--- config.mk ---
export PLATFORM = sky130hd
export DESIGN_NAME = rgb_pwm_color_fader_core
export DESIGN_NICKNAME = d
export VERILOG_FILES = /design/src/rtl/rpf_pkg.sv /design/src/rtl/rgb_pwm_color_fader_core.sv /design/src/rtl/rpf_fade_step.sv /design/src/rtl/rpf_out_reg.sv
export SDC_FILE = /design/constraint.sdc
export NUM_CORES = 1
export LEC_CHECK = 0
export ABC_AREA = 1
export BUFFER_PORTS_ARGS = -buffer_cell sky130_fd_sc_hd__buf_4
export CORE_ASPECT_RATIO = 0.6
export CORE_MARGIN = 1
export CORE_UTILIZATION = 55
export DETAILED_ROUTE_END_ITERATION = 6
export PLACE_DENSITY = 0.8
export SLEW_MARGIN = 20
export SYNTH_ARGS = -nofsm -noshare
export SYNTH_HDL_FRONTEND = slang
export SYNTH_SLANG_ARGS = --single-unit
--- constraint.sdc ---
create_clock -name i_clk -period 12.27 [get_ports i_clk]
set_clock_uncertainty 0.1 [all_clocks]
set_input_delay 1.8405 -clock i_clk [delete_from_list [all_inputs] [get_ports i_clk]]
set_output_delay 1.8405 -clock i_clk [all_outputs]
set_load 0.01 [all_outputs]
--- src/rtl/rpf_pkg.sv ---
// Shared types, constants and helper functions for the RGB PWM color fader.
package rpf_pkg;

    localparam int unsigned SLOT_W   = 8;
    localparam int unsigned DUTY_W   = 8;
    localparam int unsigned FRAMES_W = 16;
    localparam int unsigned PHASE_W  = 3;
    localparam int unsigned CFG_IDX_W = 2;
    localparam int unsigned CFG_DATA_W = 16;

    typedef logic [SLOT_W-1:0]   t_slot;
    typedef logic [DUTY_W-1:0]   t_duty;
    typedef logic [FRAMES_W-1:0] t_frames;
    typedef logic [PHASE_W-1:0]  t_phase;

    localparam t_phase  PHASE_HOLD = 3'd7;
    localparam t_slot   FIRST_SLOT = 8'd1;

    localparam t_frames RST_FRAMES_PER_STEP = 16'd8;
    localparam t_frames RST_HOLD_FRAMES     = 16'd1000;
    localparam t_duty   RST_PEAK_LEVEL      = 8'd120;

    typedef enum logic [CFG_IDX_W-1:0] {
        CFG_FRAMES_PER_STEP = 2'd0,
        CFG_HOLD_FRAMES     = 2'd1,
        CFG_PEAK_LEVEL      = 2'd2
    } t_cfg_idx;

    typedef struct packed {
        t_phase phase;
        t_duty  red;
        t_duty  green;
        t_duty  blue;
    } t_fade;

    typedef struct packed {
        logic   red_on;
        logic   green_on;
        logic   blue_on;
        t_phase phase_now;
        t_duty  red_level;
        t_duty  green_level;
        t_duty  blue_level;
    } t_result;

    // Lit channels per fade phase: bit 2 red, bit 1 green, bit 0 blue.
    function automatic logic [2:0] lit_mask(input t_phase ph);
        logic [2:0] m;
        case (ph)
            3'd0:    m = 3'b010;
            3'd1:    m = 3'b011;
            3'd2:    m = 3'b001;
            3'd3:    m = 3'b101;
            3'd4:    m = 3'b100;
            3'd5:    m = 3'b110;
            default: m = 3'b000;
        endcase
        return m;
    endfunction

    function automatic t_duty move_toward(input t_duty d, input t_duty t);
        t_duty r;
        if (d < t) begin
            r = d + 8'd1;
        end else if (d > t) begin
            r = d - 8'd1;
        end else begin
            r = d;
        end
        return r;
    endfunction

    function automatic t_frames at_least_one(input t_frames f);
        return (f == '0) ? 16'd1 : f;
    endfunction

endpackage

--- src/rtl/rgb_pwm_color_fader_core.sv ---
// Top level of the RGB PWM color fader: slot counter, sequencer state and configuration.
//
// Usage:
//   Input channel (i_in_valid / o_in_ready, i_advance): one transfer per PWM slot.
//   With i_advance high the slot counter moves on; with it low all state holds
//   and the result repeats the current slot.
//   Output channel (o_out_valid / i_out_ready): one result per input transfer,
//   carrying the three LED enables, the phase and the three duty levels.
//   Configuration channel (i_cfg_valid / o_cfg_ready, i_cfg_index, i_cfg_data):
//   always ready; index 0 frames per step, 1 hold frames, 2 peak level;
//   other indexes are dropped. Write only while the block is idle.
// Latency and throughput:
//   A result appears in the cycle after its input transfer. One item per cycle is
//   sustained while i_out_ready stays high; the fade step, two short stages that
//   resolve any reached phase directly, is combinational ahead of the result register.
// Reset:
//   Phase 0, all duties 0, slot 1, a fade step due at the next frame start,
//   registers at 8, 1000 and 120. No result is pending.
// Stall:
//   While the receiver holds i_out_ready low with a result pending, o_in_ready
//   drops and the result holds until it is taken.
module rgb_pwm_color_fader_core #(
    parameter int unsigned FRAME_SLOTS = 254
) (
    input  logic                               i_clk,
    input  logic                               i_rst_n,
    input  logic                               i_in_valid,
    output logic                               o_in_ready,
    input  logic                               i_advance,
    output logic                               o_out_valid,
    input  logic                               i_out_ready,
    output logic                               o_red_on,
    output logic                               o_green_on,
    output logic                               o_blue_on,
    output logic [rpf_pkg::PHASE_W-1:0]        o_phase_now,
    output logic [rpf_pkg::DUTY_W-1:0]         o_red_level,
    output logic [rpf_pkg::DUTY_W-1:0]         o_green_level,
    output logic [rpf_pkg::DUTY_W-1:0]         o_blue_level,
    input  logic                               i_cfg_valid,
    output logic                               o_cfg_ready,
    input  logic [rpf_pkg::CFG_IDX_W-1:0]      i_cfg_index,
    input  logic [rpf_pkg::CFG_DATA_W-1:0]     i_cfg_data
);

    localparam rpf_pkg::t_slot LAST_SLOT = rpf_pkg::t_slot'(FRAME_SLOTS);

    rpf_pkg::t_frames r_frames_per_step;
    rpf_pkg::t_frames r_hold_frames;
    rpf_pkg::t_duty   r_peak_level;

    rpf_pkg::t_fade   r_fade;
    rpf_pkg::t_slot   r_slot;
    rpf_pkg::t_frames r_frames_left;

    rpf_pkg::t_fade   n_fade;
    rpf_pkg::t_slot   n_slot;
    rpf_pkg::t_frames n_frames_left;

    rpf_pkg::t_fade   step_fade;
    rpf_pkg::t_frames step_frames;
    rpf_pkg::t_result res;
    rpf_pkg::t_result out_data;

    logic in_accept;
    logic do_step;
    logic frame_end;
    logic dark;
    logic out_space;

    assign o_cfg_ready = 1'b1;
    assign o_in_ready  = out_space;
    assign in_accept   = i_in_valid && out_space;

    always_ff @(posedge i_clk) begin
        if (!i_rst_n) begin
            r_frames_per_step <= rpf_pkg::RST_FRAMES_PER_STEP;
            r_hold_frames     <= rpf_pkg::RST_HOLD_FRAMES;
            r_peak_level      <= rpf_pkg::RST_PEAK_LEVEL;
        end else if (i_cfg_valid) begin
            unique case (i_cfg_index)
                rpf_pkg::CFG_FRAMES_PER_STEP: r_frames_per_step <= i_cfg_data;
                rpf_pkg::CFG_HOLD_FRAMES:     r_hold_frames     <= i_cfg_data;
                rpf_pkg::CFG_PEAK_LEVEL:      r_peak_level      <= i_cfg_data[rpf_pkg::DUTY_W-1:0];
                default: ;
            endcase
        end
    end

    rpf_fade_step u_fade_step (
        .i_cur             (r_fade),
        .i_frames_per_step (r_frames_per_step),
        .i_hold_frames     (r_hold_frames),
        .i_peak_level      (r_peak_level),
        .o_next            (step_fade),
        .o_frames_left     (step_frames)
    );

    always_comb begin
        rpf_pkg::t_frames base_left;

        do_step   = i_advance && (r_slot == rpf_pkg::FIRST_SLOT) && (r_frames_left == '0);
        frame_end = r_slot >= LAST_SLOT;
        n_fade    = do_step ? step_fade : r_fade;
        base_left = do_step ? step_frames : r_frames_left;

        n_slot        = r_slot;
        n_frames_left = base_left;
        if (i_advance) begin
            if (frame_end) begin
                n_slot = rpf_pkg::FIRST_SLOT;
                if (base_left != '0) begin
                    n_frames_left = base_left - 16'd1;
                end
            end else begin
                n_slot = r_slot + 8'd1;
            end
        end

        dark             = n_fade.phase == rpf_pkg::PHASE_HOLD;
        res.red_on       = !dark && (r_slot < n_fade.red);
        res.green_on     = !dark && (r_slot < n_fade.green);
        res.blue_on      = !dark && (r_slot < n_fade.blue);
        res.phase_now    = n_fade.phase;
        res.red_level    = n_fade.red;
        res.green_level  = n_fade.green;
        res.blue_level   = n_fade.blue;
    end

    always_ff @(posedge i_clk) begin
        if (!i_rst_n) begin
            r_fade        <= '0;
            r_slot        <= rpf_pkg::FIRST_SLOT;
            r_frames_left <= '0;
        end else if (in_accept) begin
            r_fade        <= n_fade;
            r_slot        <= n_slot;
            r_frames_left <= n_frames_left;
        end
    end

    rpf_out_reg u_out_reg (
        .i_clk   (i_clk),
        .i_rst_n (i_rst_n),
        .i_load  (in_accept),
        .i_data  (res),
        .o_space (out_space),
        .o_valid (o_out_valid),
        .i_ready (i_out_ready),
        .o_data  (out_data)
    );

    assign o_red_on      = out_data.red_on;
    assign o_green_on    = out_data.green_on;
    assign o_blue_on     = out_data.blue_on;
    assign o_phase_now   = out_data.phase_now;
    assign o_red_level   = out_data.red_level;
    assign o_green_level = out_data.green_level;
    assign o_blue_level  = out_data.blue_level;

`ifndef SYNTHESIS
    a_slot_range: assert property (@(posedge i_clk) disable iff (!i_rst_n)
        (r_slot != '0) && (r_slot <= LAST_SLOT))
        else $error("slot counter out of frame range");

    a_hold_no_change: assert property (@(posedge i_clk) disable iff (!i_rst_n)
        in_accept && !i_advance |=> $stable(r_slot) && $stable(r_fade)
            && $stable(r_frames_left))
        else $error("state moved on a hold transfer");

    a_step_rearms: assert property (@(posedge i_clk) disable iff (!i_rst_n)
        in_accept && do_step |=> r_frames_left != '0)
        else $error("fade step left no frames to show");

    a_frame_wrap: assert property (@(posedge i_clk) disable iff (!i_rst_n)
        in_accept && i_advance && frame_end |=> r_slot == rpf_pkg::FIRST_SLOT)
        else $error("slot counter did not wrap at frame end");
`endif

endmodule

--- src/rtl/rpf_fade_step.sv ---
// Fade sequencer step: moves duties toward phase targets, skipping phases already reached.
module rpf_fade_step (
    input  rpf_pkg::t_fade   i_cur,
    input  rpf_pkg::t_frames i_frames_per_step,
    input  rpf_pkg::t_frames i_hold_frames,
    input  rpf_pkg::t_duty   i_peak_level,
    output rpf_pkg::t_fade   o_next,
    output rpf_pkg::t_frames o_frames_left
);

    always_comb begin
        rpf_pkg::t_phase  ph_a;
        rpf_pkg::t_phase  ph_b;
        logic [2:0]       m_a;
        logic [2:0]       m_b;
        rpf_pkg::t_duty   tr_a;
        rpf_pkg::t_duty   tg_a;
        rpf_pkg::t_duty   tb_a;
        rpf_pkg::t_duty   dr_a;
        rpf_pkg::t_duty   dg_a;
        rpf_pkg::t_duty   db_a;
        rpf_pkg::t_duty   tr_b;
        rpf_pkg::t_duty   tg_b;
        rpf_pkg::t_duty   tb_b;
        rpf_pkg::t_duty   dr_b;
        rpf_pkg::t_duty   dg_b;
        rpf_pkg::t_duty   db_b;
        logic             hit_a;
        logic             flat;

        ph_a  = (i_cur.phase == rpf_pkg::PHASE_HOLD) ? '0 : i_cur.phase;
        m_a   = rpf_pkg::lit_mask(ph_a);
        tr_a  = m_a[2] ? i_peak_level : '0;
        tg_a  = m_a[1] ? i_peak_level : '0;
        tb_a  = m_a[0] ? i_peak_level : '0;
        dr_a  = rpf_pkg::move_toward(i_cur.red, tr_a);
        dg_a  = rpf_pkg::move_toward(i_cur.green, tg_a);
        db_a  = rpf_pkg::move_toward(i_cur.blue, tb_a);
        hit_a = (dr_a == tr_a) && (dg_a == tg_a) && (db_a == tb_a);

        ph_b  = ph_a + 3'd1;
        m_b   = rpf_pkg::lit_mask(ph_b);
        tr_b  = m_b[2] ? i_peak_level : '0;
        tg_b  = m_b[1] ? i_peak_level : '0;
        tb_b  = m_b[0] ? i_peak_level : '0;
        dr_b  = rpf_pkg::move_toward(tr_a, tr_b);
        dg_b  = rpf_pkg::move_toward(tg_a, tg_b);
        db_b  = rpf_pkg::move_toward(tb_a, tb_b);
        // Peak of 0 or 1: every later phase is reached in one step, run on to the dark hold.
        flat  = (i_peak_level[rpf_pkg::DUTY_W-1:1] == '0);

        o_next.phase  = ph_a;
        o_next.red    = dr_a;
        o_next.green  = dg_a;
        o_next.blue   = db_a;
        o_frames_left = rpf_pkg::at_least_one(i_frames_per_step);
        if (hit_a) begin
            if ((ph_b == rpf_pkg::PHASE_HOLD) || flat) begin
                o_next.phase  = rpf_pkg::PHASE_HOLD;
                o_next.red    = '0;
                o_next.green  = '0;
                o_next.blue   = '0;
                o_frames_left = rpf_pkg::at_least_one(i_hold_frames);
            end else begin
                o_next.phase  = ph_b;
                o_next.red    = dr_b;
                o_next.green  = dg_b;
                o_next.blue   = db_b;
            end
        end
    end

endmodule

--- src/rtl/rpf_out_reg.sv ---
// Output result register with valid/ready handshake toward the receiver.
module rpf_out_reg (
    input  logic             i_clk,
    input  logic             i_rst_n,
    input  logic             i_load,
    input  rpf_pkg::t_result i_data,
    output logic             o_space,
    output logic             o_valid,
    input  logic             i_ready,
    output rpf_pkg::t_result o_data
);

    logic             r_valid;
    rpf_pkg::t_result r_data;

    assign o_space = !r_valid || i_ready;
    assign o_valid = r_valid;
    assign o_data  = r_data;

    always_ff @(posedge i_clk) begin
        if (!i_rst_n) begin
            r_valid <= 1'b0;
        end else if (i_load) begin
            r_valid <= 1'b1;
        end else if (i_ready) begin
            r_valid <= 1'b0;
        end
    end

    always_ff @(posedge i_clk) begin
        if (i_load) begin
            r_data <= i_data;
        end
    end

endmodule
==> results of run 1 <==
-- power by group through the flow --
stage | Combinational [mW] | Clock, mW | Sequential (mW)
2_1_floorplan | 0.374 | 0 | 0.473
3_3_place_gp | 0.514 | 0 | 0.478
3_5_place_dp | 0.518 | 0 | 0.478
4_1_cts | 0.521 | 0.542 | 0.470
5_1_grt | 0.602 | 0.561 | 0.474
6_report | 0.544 | 0.541 | 0.472
-- cell usage after synthesis, types with 2 or more instances --
master and instances:
nand2_1 507, inv_1 210, nand3_1 138, nor2_1 134, o21ai_0 126, a21oi_1 94
dfxtp_1 92, ha_1 90, nand4_1 45, clkbuf_1 32, edfxtp_1 30, nor3_1 27
nor4_1 20, inv_2 18, o211ai_1 17, nor2_2 14, nand2_2 10, nor2_4 10
xor2_1 10, buf_2 7, a21oi_2 6, a211oi_1 5, o31ai_1 5, nand3_2 4
nand3b_1 4, o32ai_1 4, a21o_1 3, a31oi_1 3, buf_1 3, buf_6 3
nor3b_1 3, o2111ai_1 3, o21ai_1 3, nor2_8 2, o21ai_2 2
-- cells in the final DEF (no fill, tap or decap), drive strengths merged, types with 20 or more instances in the layout --
| cell type | instances |
|---|---|
| nor2 | 160 |
| buf | 65 |
| edfxtp | 30 |
| nand4 | 46 |
| o21ai | 131 |
| inv | 230 |
| nand2 | 519 |
| dfxtp | 92 |
| ha | 90 |
| nor3 | 27 |
| clkbuf | 23 |
| nor4 | 20 |
| nand3 | 143 |
| a21oi | 100 |
-- cells by family after synthesis --
logic type,Yosys count,share of synthesized area [%]
adder cells (fa/ha/maj),90,10.5
AND/OR/NAND/NOR,926,38.6
AO/OA/AOI/OAI,275,14.3
buffers and inverters,276,10.0
flip-flops,122,25.6
other,1,0.0351
XOR/XNOR,11,0.901
-- state kept, by name, indices dropped and copies added (netlist names) --
register,flops
r_frames_left,16
r_hold_frames,16
u_out_reg.o_valid,1
r_fade,27
u_out_reg.o_data,30
r_frames_per_step,16
r_peak_level,8
r_slot,8
-- worst max-delay path, delay by kind of cell (launching register included) --
family / cells / cell delay [ps]
AOI/OAI and AO/OA: 5 / 770
buffers and inverters: 6 / 1010
adders and majority gates: 4 / 940
and+or+nand+nor: 21 / 3350
DFF: 1 / 460
-- metrics by stage --
| stage | util (%) | power [mW] | area [µm²] | std cells | hold WS (ps) |
|---|---|---|---|---|---|
| after CTS | 62.7 | 1.53 | 11900 | 1998 | 390 |
| after global routing | 62.7 | 1.64 | 11900 | 1998 | 429 |
| after global placement | 59.3 | 0.991 | 11300 | 1966 | 370 |
| final | 62.7 | 1.56 | 11900 | 1998 | 396 |
| after floorplan | - | 0.847 | 10700 | 1701 | 339 |
| after detailed placement | 59.3 | 0.996 | 11300 | 1966 | 381 |
-- layout make-up --
class                   instances  area, µm²  share of cell area, %
clock buffers                  23        498                   4.17
clock inverters                 9        136                   1.14
inverters                     230        866                   7.26
multi-input cells            1303       6890                   57.8
flip-flops and latches        122       2740                   23.0
well taps                     246        308                   2.58
repair buffers                 65        488                   4.09
-- path summary, 6_finish.rpt --
| kind | slack (ps) | cells past startpoint | startpoint | to |
|---|---|---|---|---|
| setup / recovery | 5460 | 36 | r_fade[25]$_SDFFE_PN0P_ | u_out_reg.o_data[27]$_DFFE_PP_ |
| hold / removal | 400 | 2 | r_frames_per_step[5]$_SDFFE_PN0P_ | r_frames_per_step[5]$_SDFFE_PN0P_ |
| setup reg to reg | 5460 | 36 | r_fade[25]$_SDFFE_PN0P_ | u_out_reg.o_data[27]$_DFFE_PP_ |
| hold reg to reg | 400 | 2 | r_frames_per_step[5]$_SDFFE_PN0P_ | r_frames_per_step[5]$_SDFFE_PN0P_ |
-- per-layer routing --
layer | GRT usage (%) | vias to the layer above
li1 | - | 5731
met1 | 57.1 | 5262
met2 | 44.6 | 794
met3 | 14.8 | 28
met4 | 6.78 | 0
met5 | 0 | -
==> impl_metrics.env, run 1 <==
export IMPL_post_cts_resized=0
export IMPL_p_sw_mw=0.597
export IMPL_worst_path_max_fanout=43
export IMPL_maxCapViolations=0
export IMPL_outcome="complete, but fails checks"
export IMPL_synth_ff_type="dfxtp_1"
export IMPL_async_flop_share_pct=0
export IMPL_drtIter0Drc=1597
export IMPL_vias=11800
export IMPL_hold_viol_final=0
export IMPL_core_area_mm2=0.0190
export IMPL_slowest_stage="inv_2"
export IMPL_setup_viol=0
export IMPL_period_minus_slack_ps=6810
export IMPL_clk_path_buf_depth=2
export IMPL_ant_nets=0
export IMPL_synth_seq_area_share_pct=25.6
export IMPL_drt_total_wl_um=36300
export IMPL_synth_distinct_cells=52
export IMPL_synthCells=1701
export IMPL_drive_above_1_share_pct=9.87
export IMPL_fp_dieH_um=110
export IMPL_grt_pass1_vias=9911
export IMPL_track_usage_pct=36.5
export IMPL_p_seq_share_pct=30.3
export IMPL_grt_overflow_total=0
export IMPL_routabilityCongestion=1.03
export IMPL_syn_nets=1815
export IMPL_clock_latency_ps=430
export IMPL_topRoutingLayerUsed="met4"
export IMPL_synth_area_leaders="nand2_1 (18%), dfxtp_1 (17%), ha_1 (11%), edfxtp_1 (8.4%), inv_1 (7.4%)"
export IMPL_met3RoutedLength_um=6080
export IMPL_yosys_register_bits=122
export IMPL_cts_setup_buffers=0
export IMPL_cts_root_buf="clkbuf_16"
export IMPL_tightest_slew_ps=883
export IMPL_p_per_area_mw_per_mm2=131
export IMPL_rows=39
export IMPL_crit_top_cell="nand2_1"
export IMPL_wl_per_cell_um=18.2
export IMPL_dieArea_mm2=0.0200
export IMPL_htreeDepth=4
export IMPL_synth_edf_count=30
export IMPL_fmax_mhz=147
export IMPL_internal_power_mw=0.960
export IMPL_max_slew_margin_pct=40.6
export IMPL_rsz0062_at_grt="no"
export IMPL_irDropWorstVdd_v=0.000105
export IMPL_grt_max_degree=70
export IMPL_first_pass_iters=7
export IMPL_drt_met1_wl_um=17500
export IMPL_layout_setup_ws_ps=5460
export IMPL_violations="DRC"
export IMPL_viasPerCell=5.91
export IMPL_start_util_pct=56.2
export IMPL_yosysTopAreaCellShare_pct=17.8
export IMPL_yosysWarnings=0
export IMPL_port_buffers=55
export IMPL_pwr_share_clk_pct=34.7
export IMPL_pre_cts_slack_ps=5710
export IMPL_comb_power_share_pct=34.9
export IMPL_yosysTopAreaCell="nand2_1"
export IMPL_fin_nets=1853
export IMPL_swShare_pct=38.3
export IMPL_cp_required_ps=12450
export IMPL_timing_setup_tns_ps=0
export IMPL_critical_path_class="reg -> reg"
export IMPL_ioPinCount=57
export IMPL_clock_sinks=122
export IMPL_routed_wl_met2_um=12400
export IMPL_p_leak_nw=5.91
export IMPL_diodes=0
export IMPL_die_x_um=182
export IMPL_antenna_found_initial=0
export IMPL_syn2layout_area_growth_pct=11.5
export IMPL_hpwl_um=27500
export IMPL_arrival_ps=6980
export IMPL_cts_tree="built"
export IMPL_fin_crit_sh_pct=55.5
export IMPL_drv_slew=0
export IMPL_clk_pin_slew_worst_paths_ps=60
export IMPL_start_kind="flip-flop"
export IMPL_cts_hold_buf=0
export IMPL_synth_area_mm2=0.0107
export IMPL_n_fill_cell=1773
export IMPL_drc=15
export IMPL_slowest_delay_ps=630
export IMPL_avgSynthCellArea_um2=6.29
export IMPL_min_path_type="reg -> reg"
export IMPL_cts_buffers_inserted=17
export IMPL_grt_pass1_wl_um=55600
export IMPL_critPathCaptureType="flip-flop"
(Power assumes the default switching activity.)
==> inputs of run 2 (changes only) <==
- PLACE_DENSITY: 0.8 -> 0.83
- clock period: 12.27 -> 5.8 ns (I/O delays scaled with it)
==> impl_metrics.env, run 2 (synthesis results as in run 1) <==
export IMPL_ant_nets=0
export IMPL_start_util_pct=56.2
export IMPL_core_area_mm2=0.0190
export IMPL_clock_sinks=122
export IMPL_reg2reg_from="r_fade[24]$_SDFFE_PN0P_"
export IMPL_viasPerCell=5.93
export IMPL_syn2layout_area_growth_pct=14.6
export IMPL_swShare_pct=39.0
export IMPL_grt_pass1_wl_um=56100
export IMPL_clk_path_buf_depth=2
export IMPL_arrival_ps=5580
export IMPL_comb_power_share_pct=36.3
export IMPL_drt_total_wl_um=36300
export IMPL_die_x_um=182
export IMPL_routabilityCongestion=1.05
export IMPL_fin_nets=1889
export IMPL_cts_buffers_inserted=17
export IMPL_grt_max_degree=58
export IMPL_post_route_cell_area_mm2=0.0123
export IMPL_fmax_mhz=182
export IMPL_p_leak_nw=6.10
export IMPL_htreeDepth=4
export IMPL_start_kind="flip-flop"
export IMPL_ioPinCount=57
export IMPL_largest_reg_flops=30
export IMPL_cts_hold_buf=0
export IMPL_layout_commonest_cell="nand2_1"
export IMPL_min_path_type="reg -> reg"
export IMPL_multi_input_area_mm2=0.00696
export IMPL_slowest_stage="o31ai_1"
export IMPL_port_buffers=55
export IMPL_pre_cts_slack_ps=227
export IMPL_tightest_slew_ps=1160
export IMPL_worstHoldStart="r_hold_frames[5]$_SDFFE_PN1P_"
export IMPL_p_seq_share_pct=30.2
export IMPL_n_fill_cell=1733
export IMPL_first_pass_iters=7
export IMPL_critical_path_class="reg -> reg"
export IMPL_fin_crit_sh_pct=94.7
export IMPL_rows=39
export IMPL_max_slew_margin_pct=22.2
export IMPL_outcome="complete, but fails checks"
export IMPL_p_per_area_mw_per_mm2=270
export IMPL_drc=2
export IMPL_worst_path_max_fanout=24
export IMPL_irDropWorstVdd_v=0.000238
export IMPL_reg2reg_depth=32
export IMPL_drive_above_1_share_pct=12.4
export IMPL_internal_power_mw=2.02
export IMPL_drtIter0Drc=1855
export IMPL_setup_viol=0
export IMPL_hpwl_um=27300
export IMPL_final_cell_mix="nand2_1 (505), inv_1 (207), nand3_1 (138)"
export IMPL_violations="DRC"
export IMPL_whs_path_depth=2
export IMPL_layout_setup_ws_ps=306
export IMPL_drv_slew=0
export IMPL_cts_tree="built"
export IMPL_wl_per_cell_um=17.8
export IMPL_grt_overflow_total=0
export IMPL_slowest_delay_ps=430
export IMPL_dieArea_mm2=0.0200
export IMPL_critical_path_top_delay_family="simple AND/OR/NAND/NOR gates"
export IMPL_clk_pin_slew_worst_paths_ps=60
export IMPL_placed_area_mm2=0.0116
export IMPL_utilization_pct=64.4
export IMPL_cts_root_buf="clkbuf_16"
export IMPL_worst_path_buf_inv=4
export IMPL_track_usage_pct=36.5
export IMPL_r2r_end="u_out_reg.o_data[27]$_DFFE_PP_"
export IMPL_vias=12100
export IMPL_fp_dieH_um=110
export IMPL_grt_pass1_vias=10300
export IMPL_hold_viol_final=0
export IMPL_pwr_share_clk_pct=33.5
export IMPL_antenna_found_initial=0
export IMPL_clock_latency_ps=440
export IMPL_regArea_mm2=0.00275
export IMPL_diodes=0
export IMPL_p_sw_mw=1.29
export IMPL_hold_path_end="r_hold_frames[5]$_SDFFE_PN1P_"
export IMPL_r2r_slack_ps=310
export IMPL_maxCapViolations=0
export IMPL_cp_required_ps=5880
export IMPL_critPathCaptureType="flip-flop"
export IMPL_period_minus_slack_ps=5490
export IMPL_crit_top_cell="nand2_1"
-- run 2: per-stage QoR --
stage               std cells  TNS [ps]  hold slack [ps]  power, mW
global route             2034     -24.4              417       3.48
detailed placement       2001         0              374       2.13
global placement         2001         0              366       2.11
finish                   2034         0              391       3.30
floorplan                1701         0              339       1.79
CTS                      2033         0              391       3.23
-- run 2: final cells by class --
cell class,instances,area share (%)
multi-input cells,1303,56.8
flip-flops and latches,122,22.4
inverters,230,7.06
repair buffers,101,6.29
clock buffers,19,3.61
well taps,246,2.51
clock inverters,13,1.33
-- run 2: worst max-delay path by stage --
stage	cells past startpoint	start	slack, ps	end
detailed placement	33	r_fade[24]$_SDFFE_PN0P_	230	u_out_reg.o_data[27]$_DFFE_PP_
finish	32	r_fade[24]$_SDFFE_PN0P_	310	u_out_reg.o_data[27]$_DFFE_PP_
floorplan	46	r_fade[24]$_SDFFE_PN0P_	800	r_frames_left[15]$_SDFFE_PN0P_
CTS	31	r_fade[24]$_SDFFE_PN0P_	90	u_out_reg.o_data[27]$_DFFE_PP_
global route	30	r_fade[24]$_SDFFE_PN0P_	-20	u_out_reg.o_data[29]$_DFFE_PP_
global placement	31	r_fade[25]$_SDFFE_PN0P_	320	u_out_reg.o_data[27]$_DFFE_PP_
-- run 2: power groups by stage --
stage / logic (mW) / registers (mW) / clock network [mW]
finish: 1.20 / 0.997 / 1.11
global route: 1.33 / 1.00 / 1.15
CTS: 1.13 / 0.993 / 1.11
detailed placement: 1.12 / 1.01 / 0
global placement: 1.10 / 1.01 / 0
floorplan: 0.790 / 1.00 / 0
-- run 2: repair_timing --
| action | in CTS | in global routing |
|---|---|---|
| endpoints found under the setup margin | 0 | 20 |
| gates resized for setup | 0 | 21 |
| setup buffers | 0 | 1 |
-- run 2: worst min-delay path: cells and delay by family (launching register included) --
kind	cells	cell delay, ps
flip-flops	1	320
AND/OR/NAND/NOR	2	120
-- run 2: metal layers --
metal | vias to the layer above | track usage, % | wire (µm)
li1 | 5784 | - | -
met1 | 5376 | 55.7 | 17100
met2 | 856 | 44.9 | 12600
met3 | 50 | 16.1 | 6170
met4 | 2 | 6.72 | 374
met5 | - | 3.25 | 68
==> inputs of run 3 (changes only) <==
- REMOVE_ABC_BUFFERS: default -> 1
==> impl_metrics.env, run 3 (synthesis results as in run 1) <==
export IMPL_p_per_area_mw_per_mm2=263
export IMPL_irDropWorstVdd_v=0.000237
export IMPL_drt_total_wl_um=34500
export IMPL_pwr_share_clk_pct=32.6
export IMPL_tightest_slew_ps=992
export IMPL_antenna_found_initial=0
export IMPL_p_seq_share_pct=31.6
export IMPL_drc=1
export IMPL_routabilityCongestion=1.01
export IMPL_start_util_pct=56.2
export IMPL_clock_sinks=122
export IMPL_worst_path_max_fanout=10
export IMPL_r2r_end="r_frames_left[0]$_SDFFE_PN0P_"
export IMPL_grt_pass1_wl_um=54400
export IMPL_crit_top_cell="nand2_1"
export IMPL_cp_endpoint="r_frames_left[0]$_SDFFE_PN0P_"
export IMPL_worst_path_buf_inv=8
export IMPL_regArea_mm2=0.00275
export IMPL_max_slew_margin_pct=33.8
export IMPL_fin_crit_sh_pct=94.1
export IMPL_track_usage_pct=35.0
export IMPL_dieArea_mm2=0.0200
export IMPL_critical_path_top_delay_family="simple AND/OR/NAND/NOR gates"
export IMPL_grt_overflow_total=0
export IMPL_min_path_type="reg -> reg"
export IMPL_critPathCaptureType="flip-flop"
export IMPL_fp_dieH_um=110
export IMPL_cts_buffers_inserted=17
export IMPL_fmax_mhz=183
export IMPL_setup_viol=0
export IMPL_timing_setup_tns_ps=0
export IMPL_core_area_mm2=0.0190
export IMPL_htreeDepth=4
export IMPL_cp_required_ps=6030
export IMPL_layout_commonest_cell="nand2_1"
export IMPL_reg2reg_depth=38
export IMPL_start_kind="flip-flop"
export IMPL_final_cell_mix="nand2_1 (505), inv_1 (209), nand3_1 (138)"
export IMPL_clk_pin_slew_worst_paths_ps=60
export IMPL_startpoint="r_fade[25]$_SDFFE_PN0P_"
export IMPL_die_x_um=182
export IMPL_maxCapViolations=0
export IMPL_path_depth=38
export IMPL_cts_root_buf="clkbuf_16"
export IMPL_slowest_delay_ps=360
export IMPL_wl_per_cell_um=17.1
export IMPL_p_leak_nw=5.97
export IMPL_largest_reg_flops=30
export IMPL_grt_max_degree=58
export IMPL_cts_tree="built"
export IMPL_hold_viol_final=0
export IMPL_critical_path_class="reg -> reg"
export IMPL_whs_ps=375
export IMPL_syn2layout_area_growth_pct=12.4
export IMPL_clock_latency_ps=440
export IMPL_p_sw_mw=1.26
export IMPL_drv_slew=0
export IMPL_comb_power_share_pct=35.8
export IMPL_hpwl_um=25200
export IMPL_multi_input_area_mm2=0.00692
export IMPL_rsz0062_at_grt="no"
export IMPL_clk_path_buf_depth=2
export IMPL_ant_nets=0
export IMPL_port_buffers=55
export IMPL_reg2reg_from="r_fade[25]$_SDFFE_PN0P_"
export IMPL_fin_nets=1869
export IMPL_n_fill_cell=1759
export IMPL_drtIter0Drc=1562
export IMPL_cts_setup_buffers=0
export IMPL_swShare_pct=40.1
export IMPL_viasPerCell=5.90
export IMPL_rows=39
export IMPL_ioPinCount=57
export IMPL_grt_pass1_vias=10400
export IMPL_first_pass_iters=7
export IMPL_period_minus_slack_ps=5460
export IMPL_r2r_slack_ps=340
export IMPL_outcome="complete, but fails checks"
export IMPL_arrival_ps=5690
export IMPL_vias=11900
export IMPL_slowest_stage="dfxtp_2"
export IMPL_drive_above_1_share_pct=11.3
export IMPL_violations="DRC"
export IMPL_diodes=0
export IMPL_p_total_mw=3.16
export IMPL_internal_power_mw=1.89
==> run 3: cell types whose count changed in the layout (fill, tap and decap cells not counted), moves of 2 or more <==
cell       delta
buf_4        -21
bufinv_16     -3
clkinv_1      -3
clkinv_2      +2
inv_1         +2
inv_4         +2
nor2_2        +2
==> run 3: routing by layer <==
metal,track usage [%],share of wire (%),vias to the layer above
met3,9.99,13,77
met2,48.5,38,770
met1,51.2,46,5299
met5,0,0,-
met4,12.1,2.9,0
li1,-,-,5743
==> run 3: power groups by stage <==
stage | combinational [mW] | clock (mW) | sequential [mW]
finish | 1.13 | 1.03 | 0.996
global placement | 1.07 | 0 | 1.01
global route | 1.27 | 1.07 | 1.00
floorplan | 0.779 | 0 | 1.00
detailed placement | 1.08 | 0 | 1.01
CTS | 1.09 | 1.03 | 0.993
==> run 3: layout make-up <==
type	instances	share of cell area (%)
clock buffers	20	3.89
inverters	230	7.23
flip-flops and latches	122	22.8
multi-input cells	1303	57.6
clock inverters	12	0.698
repair buffers	81	5.20
well taps	246	2.56
==> run 3: worst min-delay path by stage <==
stage                     slack [ps]                                end                              start  depth (start not counted)
after floorplan                  340      r_hold_frames[1]$_SDFFE_PN0P_      r_hold_frames[1]$_SDFFE_PN0P_                          2
after global placement           360      r_hold_frames[1]$_SDFFE_PN0P_      r_hold_frames[1]$_SDFFE_PN0P_                          2
after detailed placement         360      r_hold_frames[1]$_SDFFE_PN0P_      r_hold_frames[1]$_SDFFE_PN0P_                          2
after CTS                        370      r_hold_frames[1]$_SDFFE_PN0P_      r_hold_frames[1]$_SDFFE_PN0P_                          2
after global routing             400  r_frames_per_step[2]$_SDFFE_PN0P_  r_frames_per_step[2]$_SDFFE_PN0P_                          2
final                            370      r_hold_frames[1]$_SDFFE_PN0P_      r_hold_frames[1]$_SDFFE_PN0P_                          2
==> run 3: what timing repair did <==
item / CTS / global route
endpoints found under the setup margin: 0 / 19
gates resized for setup: 0 / 15
hold buffers: 0 / 0
==> run 3: stage by stage <==
step	utilization, %	instances	setup slack [ps]	instance area, µm²
2_1_floorplan	-	1655	549	10500
3_3_place_gp	60.0	1982	384	11400
3_5_place_dp	60.0	1982	261	11400
4_1_cts	62.9	2014	230	12000
5_1_grt	63.1	2014	1.30	12000
6_report	63.1	2014	342	12000
==> run 3: worst min-delay path, stage by stage, from the launching register on <==
cell	delay, ps
dfxtp_1	310
inv_1	60
a21oi_1	50
